**config.mk**
```make
export PLATFORM = sky130hd
export DESIGN_NAME = pwli_front
export DESIGN_NICKNAME = d
export VERILOG_FILES = /design/src/sv/pwli_pkg.sv /design/src/sv/pwli_front.sv
export SDC_FILE = /design/constraint.sdc
export NUM_CORES = 1
export LEC_CHECK = 0
export ABC_AREA = 1
export CORE_ASPECT_RATIO = 0.6
export CORE_MARGIN = 2
export CORE_UTILIZATION = 40
export DETAILED_ROUTE_END_ITERATION = 7
export DONT_BUFFER_PORTS = 1
export GPL_TIMING_DRIVEN = 0
export PLACE_DENSITY = 0.63
export SLEW_MARGIN = 10
export SYNTH_ARGS = -nofsm -noshare
export SYNTH_HDL_FRONTEND = slang
export SYNTH_SLANG_ARGS = --single-unit
export TNS_END_PERCENT = 50
```
**constraint.sdc**
```tcl
create_clock -name i_clk -period 10.2 [get_ports i_clk]
set_input_delay 0 -clock i_clk [delete_from_list [all_inputs] [get_ports i_clk]]
set_output_delay 0 -clock i_clk [all_outputs]
set_load 0.005 [all_outputs]
```
**src/sv/pwli_pkg.sv**
```systemverilog
// Shared types and codes for the piecewise linear interpolator.
`default_nettype none
package pwli_pkg;

    localparam logic [1:0] OP_CLEAR  = 2'd0;
    localparam logic [1:0] OP_APPEND = 2'd1;
    localparam logic [1:0] OP_QUERY  = 2'd2;

    localparam logic [1:0] ST_OK    = 2'd0;
    localparam logic [1:0] ST_EMPTY = 2'd1;
    localparam logic [1:0] ST_DEGEN = 2'd2;

    typedef struct packed {
        logic [1:0]         operation;
        logic signed [31:0] point_x;
        logic signed [31:0] point_y;
    } t_in_item;

    typedef struct packed {
        logic signed [31:0] result_y;
        logic [1:0]         status;
    } t_out_item;

    typedef enum logic [1:0] {
        K_CLEAR,
        K_APPEND,
        K_QUERY
    } t_kind;

    typedef struct packed {
        t_kind              kind;
        logic signed [31:0] x;
        logic signed [31:0] y;
    } t_cmd;

    typedef struct packed {
        logic vld;
        t_cmd cmd;
    } t_cmd_q;

    typedef enum logic [3:0] {
        S_IDLE,
        S_SEARCH,
        S_FETCH_LO,
        S_FETCH_HI,
        S_FETCH_WAIT,
        S_PREP,
        S_MUL,
        S_ADD,
        S_DIV,
        S_SUM,
        S_OUT
    } t_state;

endpackage
`default_nettype wire

```
**src/sv/pwli_front.sv**
```systemverilog
// Front end: accepts items, drops unused operation codes, queues commands.
`default_nettype none
module pwli_front
    import pwli_pkg::*;
(
    input  wire logic     i_clk,
    input  wire logic     i_rst_n,
    input  wire logic     push,
    input  wire t_in_item i_item,
    output logic          full,
    output t_cmd_q        o_cmd,
    input  wire logic     i_take
);

    t_cmd       r_q [2];
    logic       r_wp, r_rp;
    logic [1:0] r_cnt;
    logic       accept, keep;
    t_cmd       cls;

    always_comb begin
        cls.x    = i_item.point_x;
        cls.y    = i_item.point_y;
        keep     = 1'b1;
        cls.kind = K_QUERY;
        unique case (i_item.operation)
            OP_CLEAR:  cls.kind = K_CLEAR;
            OP_APPEND: cls.kind = K_APPEND;
            OP_QUERY:  cls.kind = K_QUERY;
            default:   keep     = 1'b0;
        endcase
    end

    assign full   = (r_cnt == 2'd2);
    assign accept = push && !full && keep;
    assign o_cmd.vld = (r_cnt != 2'd0);
    assign o_cmd.cmd = r_q[r_rp];

    always_ff @(posedge i_clk) begin
        if (accept) begin
            r_q[r_wp] <= cls;
        end
    end

    always_ff @(posedge i_clk) begin
        if (!i_rst_n) begin
            r_wp  <= 1'b0;
            r_rp  <= 1'b0;
            r_cnt <= 2'd0;
        end else begin
            if (accept) begin
                r_wp <= ~r_wp;
            end
            if (i_take) begin
                r_rp <= ~r_rp;
            end
            r_cnt <= r_cnt + 2'(accept) - 2'(i_take);
        end
    end

endmodule
`default_nettype wire

```
==> metrics.log, run 1 <==
[metrics] final worst-path cycle share: 20.1%
[metrics] number of iterations in the first detailed-routing pass: 6
[metrics] routed length per placed instance: 17.1 µm
[metrics] class of the most critical setup path: primary input to flip-flop
[metrics] worst path buffer plus inverter count: 4
[metrics] number of setup buffers added after CTS: 0
[metrics] layout-stage area growth over the synthesis result: 30.3%
[metrics] Crit Path Max Fanout: 30
[metrics] mapped cell area: 5180 µm²
[metrics] remaining number of nets flagged by the antenna check after routing: 0
[metrics] depth of the worst hold-timing path: 6
[metrics] die outline area: 13900 µm²
[metrics] Hold Buf Count CTS: 71
[metrics] overflow left after global routing: 0
[metrics] async set-reset flop share out of synthesis: 0%
[metrics] starting density of the core: 40.7%
[metrics] via count of the first global-routing pass: 2638
[metrics] register-to-register setup slack: 8.40 ns
[metrics] number of antenna violations at the first check in global routing: 0
[metrics] data required time of the critical path: 10.30 ns
[metrics] endpoint kind of the worst setup timing path: flip-flop
[metrics] Remaining DRCs: 0
[metrics] net count after synthesis: 318
[metrics] post-synth cell types: 14
[metrics] sequential group share of total power: 48.8%
[metrics] Worst Max-Slew Pin Slew: 0.474 ns
[metrics] routed wire length: 8.92 mm
[metrics] start point of the worst hold path: i_take
[metrics] I/O pin count: 138
[metrics] average footprint of a synthesized cell: 21.1 µm²
[metrics] leak pwr: 2.41 nW
[metrics] destination of the worst hold path: r_cnt[1]
[metrics] total placed instance area: 5470 µm²
[metrics] power per cell area: 204 nW/µm²
[metrics] fraction of final layout cells with drive strength greater than 1: 31.0%
[metrics] status: finished, final reports clean
[metrics] slowest stage delay, CP: 0.58 ns
[metrics] crit path max-delay cell type: dlygate4sd3_1
[metrics] Hold/Removal Path Class: primary input to flip-flop
[metrics] Top delay family on crit path: buffers and inverters
[metrics] switching power of the nets: 0.308 mW
[metrics] CTS sink count: 137
[metrics] Overall Global Routing Usage: 13.7%
[metrics] CP startpoint kind: primary input
[metrics] worst max-slew margin expressed relative to the limit: 68.3%
[metrics] violation count after the first detailed-route iteration: 52
[metrics] number of storage elements in the synthesis netlist: 137
[metrics] number of vias per cell after detailed routing: 4.69
[metrics] Die Y-Extent: 92.2 µm
[metrics] clock period minus final worst setup slack: 2.05 ns
[metrics] largest cells by area after synthesis: edfxtp_1 77%, mux2_4 12%, mux2_2 5.7%
[metrics] maximum buffer depth of the clock tree: 2
[metrics] Std-Cell Core Area: 12700 µm²
[metrics] Diodes inserted: 0
[metrics] leading cell type by number of instances after synthesis: edfxtp_1
[metrics] Port Buffer Count: 0
[metrics] arrival time reported for the critical path endpoint: 2.15 ns
[metrics] Critical Path, Cell by Cell: dlygate4sd3_1 > nand2_1 > dlygate4sd3_1 > nor2_1 > inv_1 > nor2_4 > buf_12
[metrics] count of warnings emitted by yosys: 0
[metrics] fmax: 488 MHz
[metrics] cells on worst reg2reg path: 6
[metrics] Crit path top cell by count: dlygate4sd3_1
[metrics] via count: 2446
[metrics] max-cap check violation count: 0
[metrics] Seq/Total Area, Yosys: 78.4%
[metrics] maximum clock skew at final layout: 0.00635 ns
[metrics] portion of synthesized cell area occupied by the leading cell type: 76.5%
[metrics] final setup violating endpoints: 0
[metrics] DP Wirelength: 5.74 mm
[metrics] std cell rows: 32
[metrics] routability congestion estimate from global placement: 0.712
[metrics] most used standard cells in the synthesized netlist: 132 x edfxtp_1, 40 x mux2_4, 26 x mux2_2
[metrics] final net count: 411
[metrics] insertion delay of the later-clocked pin in the worst-skew pair: 0.41 ns
[metrics] wire length of the first global-routing pass: 13.8 mm
[metrics] RSZ-0062 raised after global routing: false
[metrics] number of gates given a new drive strength after cts: 0
[metrics] cell count after synthesis: 246
[metrics] reg2reg start: r_cnt[1]
[metrics] width of the die: 151 µm
[metrics] worst flop-to-flop path endpoint: r_q[0][30]
[metrics] Worst IR Drop VDD: 0.112 mV
[metrics] TritonCTS clock tree: done
[metrics] register area: 4060 µm²
[metrics] root buf cell: clkbuf_16
[metrics] TritonCTS Buffers: 17
[metrics] Final Slew Violations: 0
[metrics] largest net degree at the start of global routing: 57
[metrics] Clock transition at path regs: 0.06 ns
[metrics] CTS HTree Levels: 4
[metrics] final-report hold violation count: 0
[metrics] cell internal power dissipation: 1.07 mW
[metrics] Power, Total: 1.38 mW
[metrics] most area-hungry cell type in the Yosys netlist: edfxtp_1
[metrics] share of power burned in the clock network: 41.7%
[metrics] count of flip-flops with a built-in enable after synthesis: 132
[metrics] number of fill cells: 1017
[metrics] aggregate negative setup slack: 0 ns
[metrics] dominant register cell in the synthesized netlist: edfxtp_1
[metrics] switching fraction of total power: 22.4%
[metrics] area used by multi-input combinational logic: 1020 µm²
[metrics] Combinational Power Share: 9.5%
[metrics] area of all placed cells without fillers: 6750 µm²
## flip-flops by register name, summed over array words and instances, names as in the netlist, named ones only
signal,count
r_cnt,2
r_wp,1
r_rp,1
r_q,132
## layout by cell type, fill, tap and decap left out, drive strengths merged
cell	count
a21oi	1
buf	10
bufinv	1
clkbuf	18
clkinv	5
clkinvlp	4
dfxtp	5
dlygate4sd3	71
edfxtp	132
ha	2
inv	14
mux2	66
nand2	11
nand3	1
nand4	1
nor2	10
## layout make-up
class,count,area share [%]
plain buffers,8,1.04
inverters,9,0.538
repair buffers,74,11.5
multi-input cells,92,15.1
clock buffers,17,6.30
well taps,170,3.15
clock inverters,15,2.09
flip-flops and latches,137,60.2
## power groups by stage
| stage | sequential, mW | clock [mW] | combinational, mW |
|---|---|---|---|
| floorplan | 0.684 | 0 | 0.0795 |
| global placement | 0.687 | 0 | 0.0986 |
| detailed placement | 0.683 | 0 | 0.107 |
| CTS | 0.671 | 0.590 | 0.134 |
| global route | 0.674 | 0.612 | 0.144 |
| finish | 0.671 | 0.574 | 0.131 |
## how the worst max path moves through the flow
| stage | start | depth (start not counted) | to |
|---|---|---|---|
| 6_report | push | 7 | r_q[0][30] |
| 5_1_grt | push | 7 | r_q[0][28] |
| 4_1_cts | push | 7 | r_q[0][41] |
| 3_5_place_dp | r_cnt[1] | 6 | r_q[0][36] |
| 3_3_place_gp | r_cnt[1] | 5 | r_q[0][36] |
| 2_1_floorplan | r_cnt[1] | 5 | r_q[0][0] |
## per-stage QoR
stage,instances,util [%],hold WS [ns],setup WS [ns]
4_1_cts,522,53.0,0.0180,8.26
5_1_grt,522,53.0,0.0603,8.02
2_1_floorplan,246,-,0.0935,6.30
3_5_place_dp,419,43.0,0.0989,8.46
6_report,522,53.0,0.0510,8.15
3_3_place_gp,416,42.4,0.0988,4.79
## metal layers
layer | up-vias | share of wire [%] | global-route usage [%]
met4 | 0 | 2.0 | 6.39
met2 | 102 | 45 | 20.9
met3 | 20 | 9.8 | 6.72
met5 | - | 0 | 0
met1 | 1188 | 43 | 16.2
li1 | 1136 | - | -
## logic make-up after synthesis
family / Yosys count / share of synthesized area (%)
buffers and inverters: 17 / 2.00
and+or+nand+nor: 23 / 1.74
DFF: 137 / 78.4
adders and majority gates: 2 / 0.483
AOI/OAI and AO/OA: 1 / 0.0965
muxes: 66 / 17.2
## tightest hold or removal path: cells and delay by family
kind / cells / cell delay (ns)
adders and majority gates: 1 / 0.15
buffers and inverters: 1 / 0.04
and+or+nand+nor: 4 / 0.22
Power figures use the tool's default switching activity.
==> run 2, diff against run 1 <==
Settings changed: ABC_AREA 1 to 0, PLACE_DENSITY 0.63 to 0.65.
Clock period 10.2 ns to 1.85 ns, I/O delays scaled along.
==> metrics.log, run 2 <==
[metrics] starting density of the core: 40.7% (about the same)
[metrics] maximum buffer depth of the clock tree: 2 (unchanged)
[metrics] leak pwr: 2.48 nW (+2.8%)
[metrics] Synth Area in Simple Gates: 1.59% (-0.14 points)
[metrics] final net count: 406 (-1.2%)
[metrics] remaining number of nets flagged by the antenna check after routing: 0 (unchanged)
[metrics] CTS HTree Levels: 4 (unchanged)
[metrics] Crit Path Max Fanout: 4 (-87%)
[metrics] number of antenna violations at the first check in global routing: 0 (unchanged)
[metrics] DP Wirelength: 5.80 mm (+1.2%)
[metrics] register with the highest flop count: r_q
[metrics] net count after synthesis: 304 (-4.4%)
[metrics] number of storage elements in the synthesis netlist: 137 (unchanged)
[metrics] worst max-slew margin expressed relative to the limit: 84.2% (+16 points)
[metrics] status: finished, final reports clean
[metrics] arrival time reported for the critical path endpoint: 1.96 ns (-0.19 ns)
[metrics] std cell rows: 32 (unchanged)
[metrics] Power, Total: 8.43 mW (+510%)
[metrics] most area-hungry cell type in the Yosys netlist: edfxtp_1
[metrics] routed wire length: 9.06 mm (+1.6%)
[metrics] most used standard cells in the synthesized netlist: 132 x edfxtp_1, 40 x mux2_4, 26 x mux2_2
[metrics] wire length of the first global-routing pass: 13.4 mm (-3.0%)
[metrics] count of warnings emitted by yosys: 0 (unchanged)
[metrics] violation count after the first detailed-route iteration: 109 (+110%)
[metrics] max FFs per register: 132 (unchanged)
[metrics] fraction of the mapped netlist area in adder cells: 0.483% (about the same)
[metrics] TritonCTS clock tree: done
[metrics] average footprint of a synthesized cell: 22.3 µm² (+6.0%)
[metrics] final worst-path cycle share: 89.8%
[metrics] endpoint kind of the worst setup timing path: flip-flop
[metrics] number of vias per cell after detailed routing: 4.66 (-0.49%)
[metrics] clock period minus final worst setup slack: 1.66 ns
[metrics] data required time of the critical path: 2.15 ns (-8.15 ns)
[metrics] mux share of post-synthesis cell area: 17.4% (+0.20 points)
[metrics] CP startpoint kind: flip-flop
[metrics] Remaining DRCs: 0 (unchanged)
[metrics] fraction of final layout cells with drive strength greater than 1: 35.3% (+4.3 points)
[metrics] Overall Global Routing Usage: 13.4% (-0.26 points)
[metrics] final setup violating endpoints: 0 (unchanged)
[metrics] Diodes inserted: 0 (unchanged)
[metrics] largest family of logic cells by synthesized area: multiplexers
[metrics] Seq/Total Area, Yosys: 78.5% (about the same)
[metrics] most common cell after layout, fill and taps aside: edfxtp_1
[metrics] TritonCTS Buffers: 17 (unchanged)
[metrics] leading cell type by number of instances after synthesis: edfxtp_1
[metrics] RSZ-0062 raised after global routing: false
[metrics] routed length per placed instance: 17.6 µm (+2.8%)
[metrics] Hold/Removal Path Class: primary input to flip-flop
[metrics] Clock transition at path regs: 0.06 ns (about the same)
[metrics] portion of synthesized cell area occupied by the leading cell type: 76.5% (about the same)
[metrics] post-synth cell types: 18 (+4)
[metrics] Worst Max-Slew Pin Slew: 0.237 ns (-0.237 ns)
[metrics] mapped cell area: 5180 µm² (about the same)
[metrics] dominant register cell in the synthesized netlist: edfxtp_1
[metrics] async set-reset flop share out of synthesis: 0% (unchanged)
[metrics] power per cell area: 1210 nW/µm² (+490%)
[metrics] largest cells by area after synthesis: edfxtp_1 77%, mux2_4 12%, mux2_2 5.7%
[metrics] Worst Hold Margin: 0.0781 ns (+0.0271 ns)
[metrics] I/O pin count: 138 (unchanged)
[metrics] die outline area: 13900 µm² (about the same)
[metrics] fmax: 602 MHz
[metrics] class of the most critical setup path: flip-flop to flip-flop
[metrics] Port Buffer Count: 0 (unchanged)
[metrics] share of the synthesized area in compound gates (AO/OA/AOI/OAI): 0% (-0.097 points)
[metrics] commonest non-fill, non-tap cells in the layout: 132 x edfxtp_1, 70 x dlygate4sd3_1, 40 x mux2_4
[metrics] count of flip-flops with a built-in enable after synthesis: 132 (unchanged)
[metrics] layout-stage area growth over the synthesis result: 34.2%
[metrics] post-synthesis share of cell area spent on xor and xnor gates: 0.507% (+0.51 points)
[metrics] width of the die: 151 µm (about the same)
[metrics] cell count after synthesis: 232 (-5.7%)
[metrics] root buf cell: clkbuf_16
[metrics] share of the core filled with cells in the final layout: 54.6% (+1.6 points)
[metrics] overflow left after global routing: 0 (unchanged)
[metrics] Worst IR Drop VDD: 0.634 mV (+470%)
[metrics] largest net degree at the start of global routing: 31 (-46%)
[metrics] via count: 2406 (-1.6%)
[metrics] Die Y-Extent: 92.1 µm (about the same)
[metrics] maximum clock skew at final layout: 0.00631 ns (-0.0000473 ns)
[metrics] final-report hold violation count: 0 (unchanged)
[metrics] largest registers: r_q: 132 flops, r_cnt: 2 flops
[metrics] via count of the first global-routing pass: 2541 (-3.7%)
[metrics] Std-Cell Core Area: 12700 µm² (unchanged)
[metrics] insertion delay of the later-clocked pin in the worst-skew pair: 0.40 ns (about the same)
[metrics] max-cap check violation count: 0 (unchanged)
[metrics] CTS sink count: 137 (unchanged)
[metrics] number of iterations in the first detailed-routing pass: 4 (-2)
[metrics] routability congestion estimate from global placement: 0.621 (-13%)
[metrics] Final Slew Violations: 0 (unchanged)
run 2: cell types whose count changed in the layout (fill, tap and decap cells not counted), moves of 2 or more:
cell and change:
nor2_1 -9, nand2_1 -8, inv_1 -6, buf_4 +5, and2_1 +4, buf_12 +4
bufinv_16 +3, clkinvlp_4 -2, xnor2_1 +2
run 2: final timing paths:
| path | startpoint | end | slack, ns | cells after the start |
|---|---|---|---|---|
| max | r_cnt[0] | r_cnt[1] | 0.19 | 8 |
| min | i_take | r_cnt[1] | 0.08 | 4 |
| max reg2reg | r_cnt[0] | r_cnt[1] | 0.19 | 8 |
| min reg2reg | r_wp | r_wp | 0.51 | 2 |
run 2: repair_timing:
item | in CTS | in global routing
gates resized for setup | 0 | 0
setup endpoints to repair | 0 | 60
buffers inserted | 0 | 9
hold buffers | 70 | 0
hold endpoints to repair | 137 | 0
run 2: final cells by class:
type	instances	area (µm²)
Buffer	8	70.1
Clock buffer	17	425
Clock inverter	14	196
Fill cell	994	5780
Inverter	2	7.51
Multi-Input combinational cell	85	1060
Sequential cell	137	4070
Tap cell	170	213
Timing Repair Buffer	83	913
run 2: routing by layer:
metal  track usage (%)  share of wire [%]  vias up
met5                 0                  0        -
met4              4.83               0.74        0
met3              7.61                 11        9
met2              21.3                 48      105
met1              15.2                 40     1176
li1                  -                  -     1116
run 2: power by group:
| group | switching (mW) | internal (mW) |
|---|---|---|
| registers | 0.0835 | 3.77 |
| clock network | 1.25 | 2.26 |
| logic | 0.483 | 0.590 |
| total | 1.81 | 6.61 |
run 2: critical path: stages (launching register included):
cell and delay [ns]:
dfxtp_1 0.39, nor2b_4 0.06, nand3b_4 0.20, ha_1 0.29
inv_1 0.04, ha_1 0.18, xnor2_1 0.13, xnor2_1 0.12
and2_1 0.15
run 2: kinds of logic after synthesis:
family / after synthesis
adder cells (fa/ha/maj): 2
flip-flops: 137
multiplexers: 67
XOR/XNOR: 3
AND/OR/NAND/NOR: 13
buffers and inverters: 10
run 2: through the flow:
step,std cells,area [µm²],worst slack (ns),TNS (ns)
after floorplan,232,5200,-0.180,-23.71
after global placement,402,5420,-0.698,-91.39
after detailed placement,406,5510,0.0360,0
after CTS,507,6830,0.0349,0
after global routing,516,6950,0.102,0
final,516,6950,0.188,0
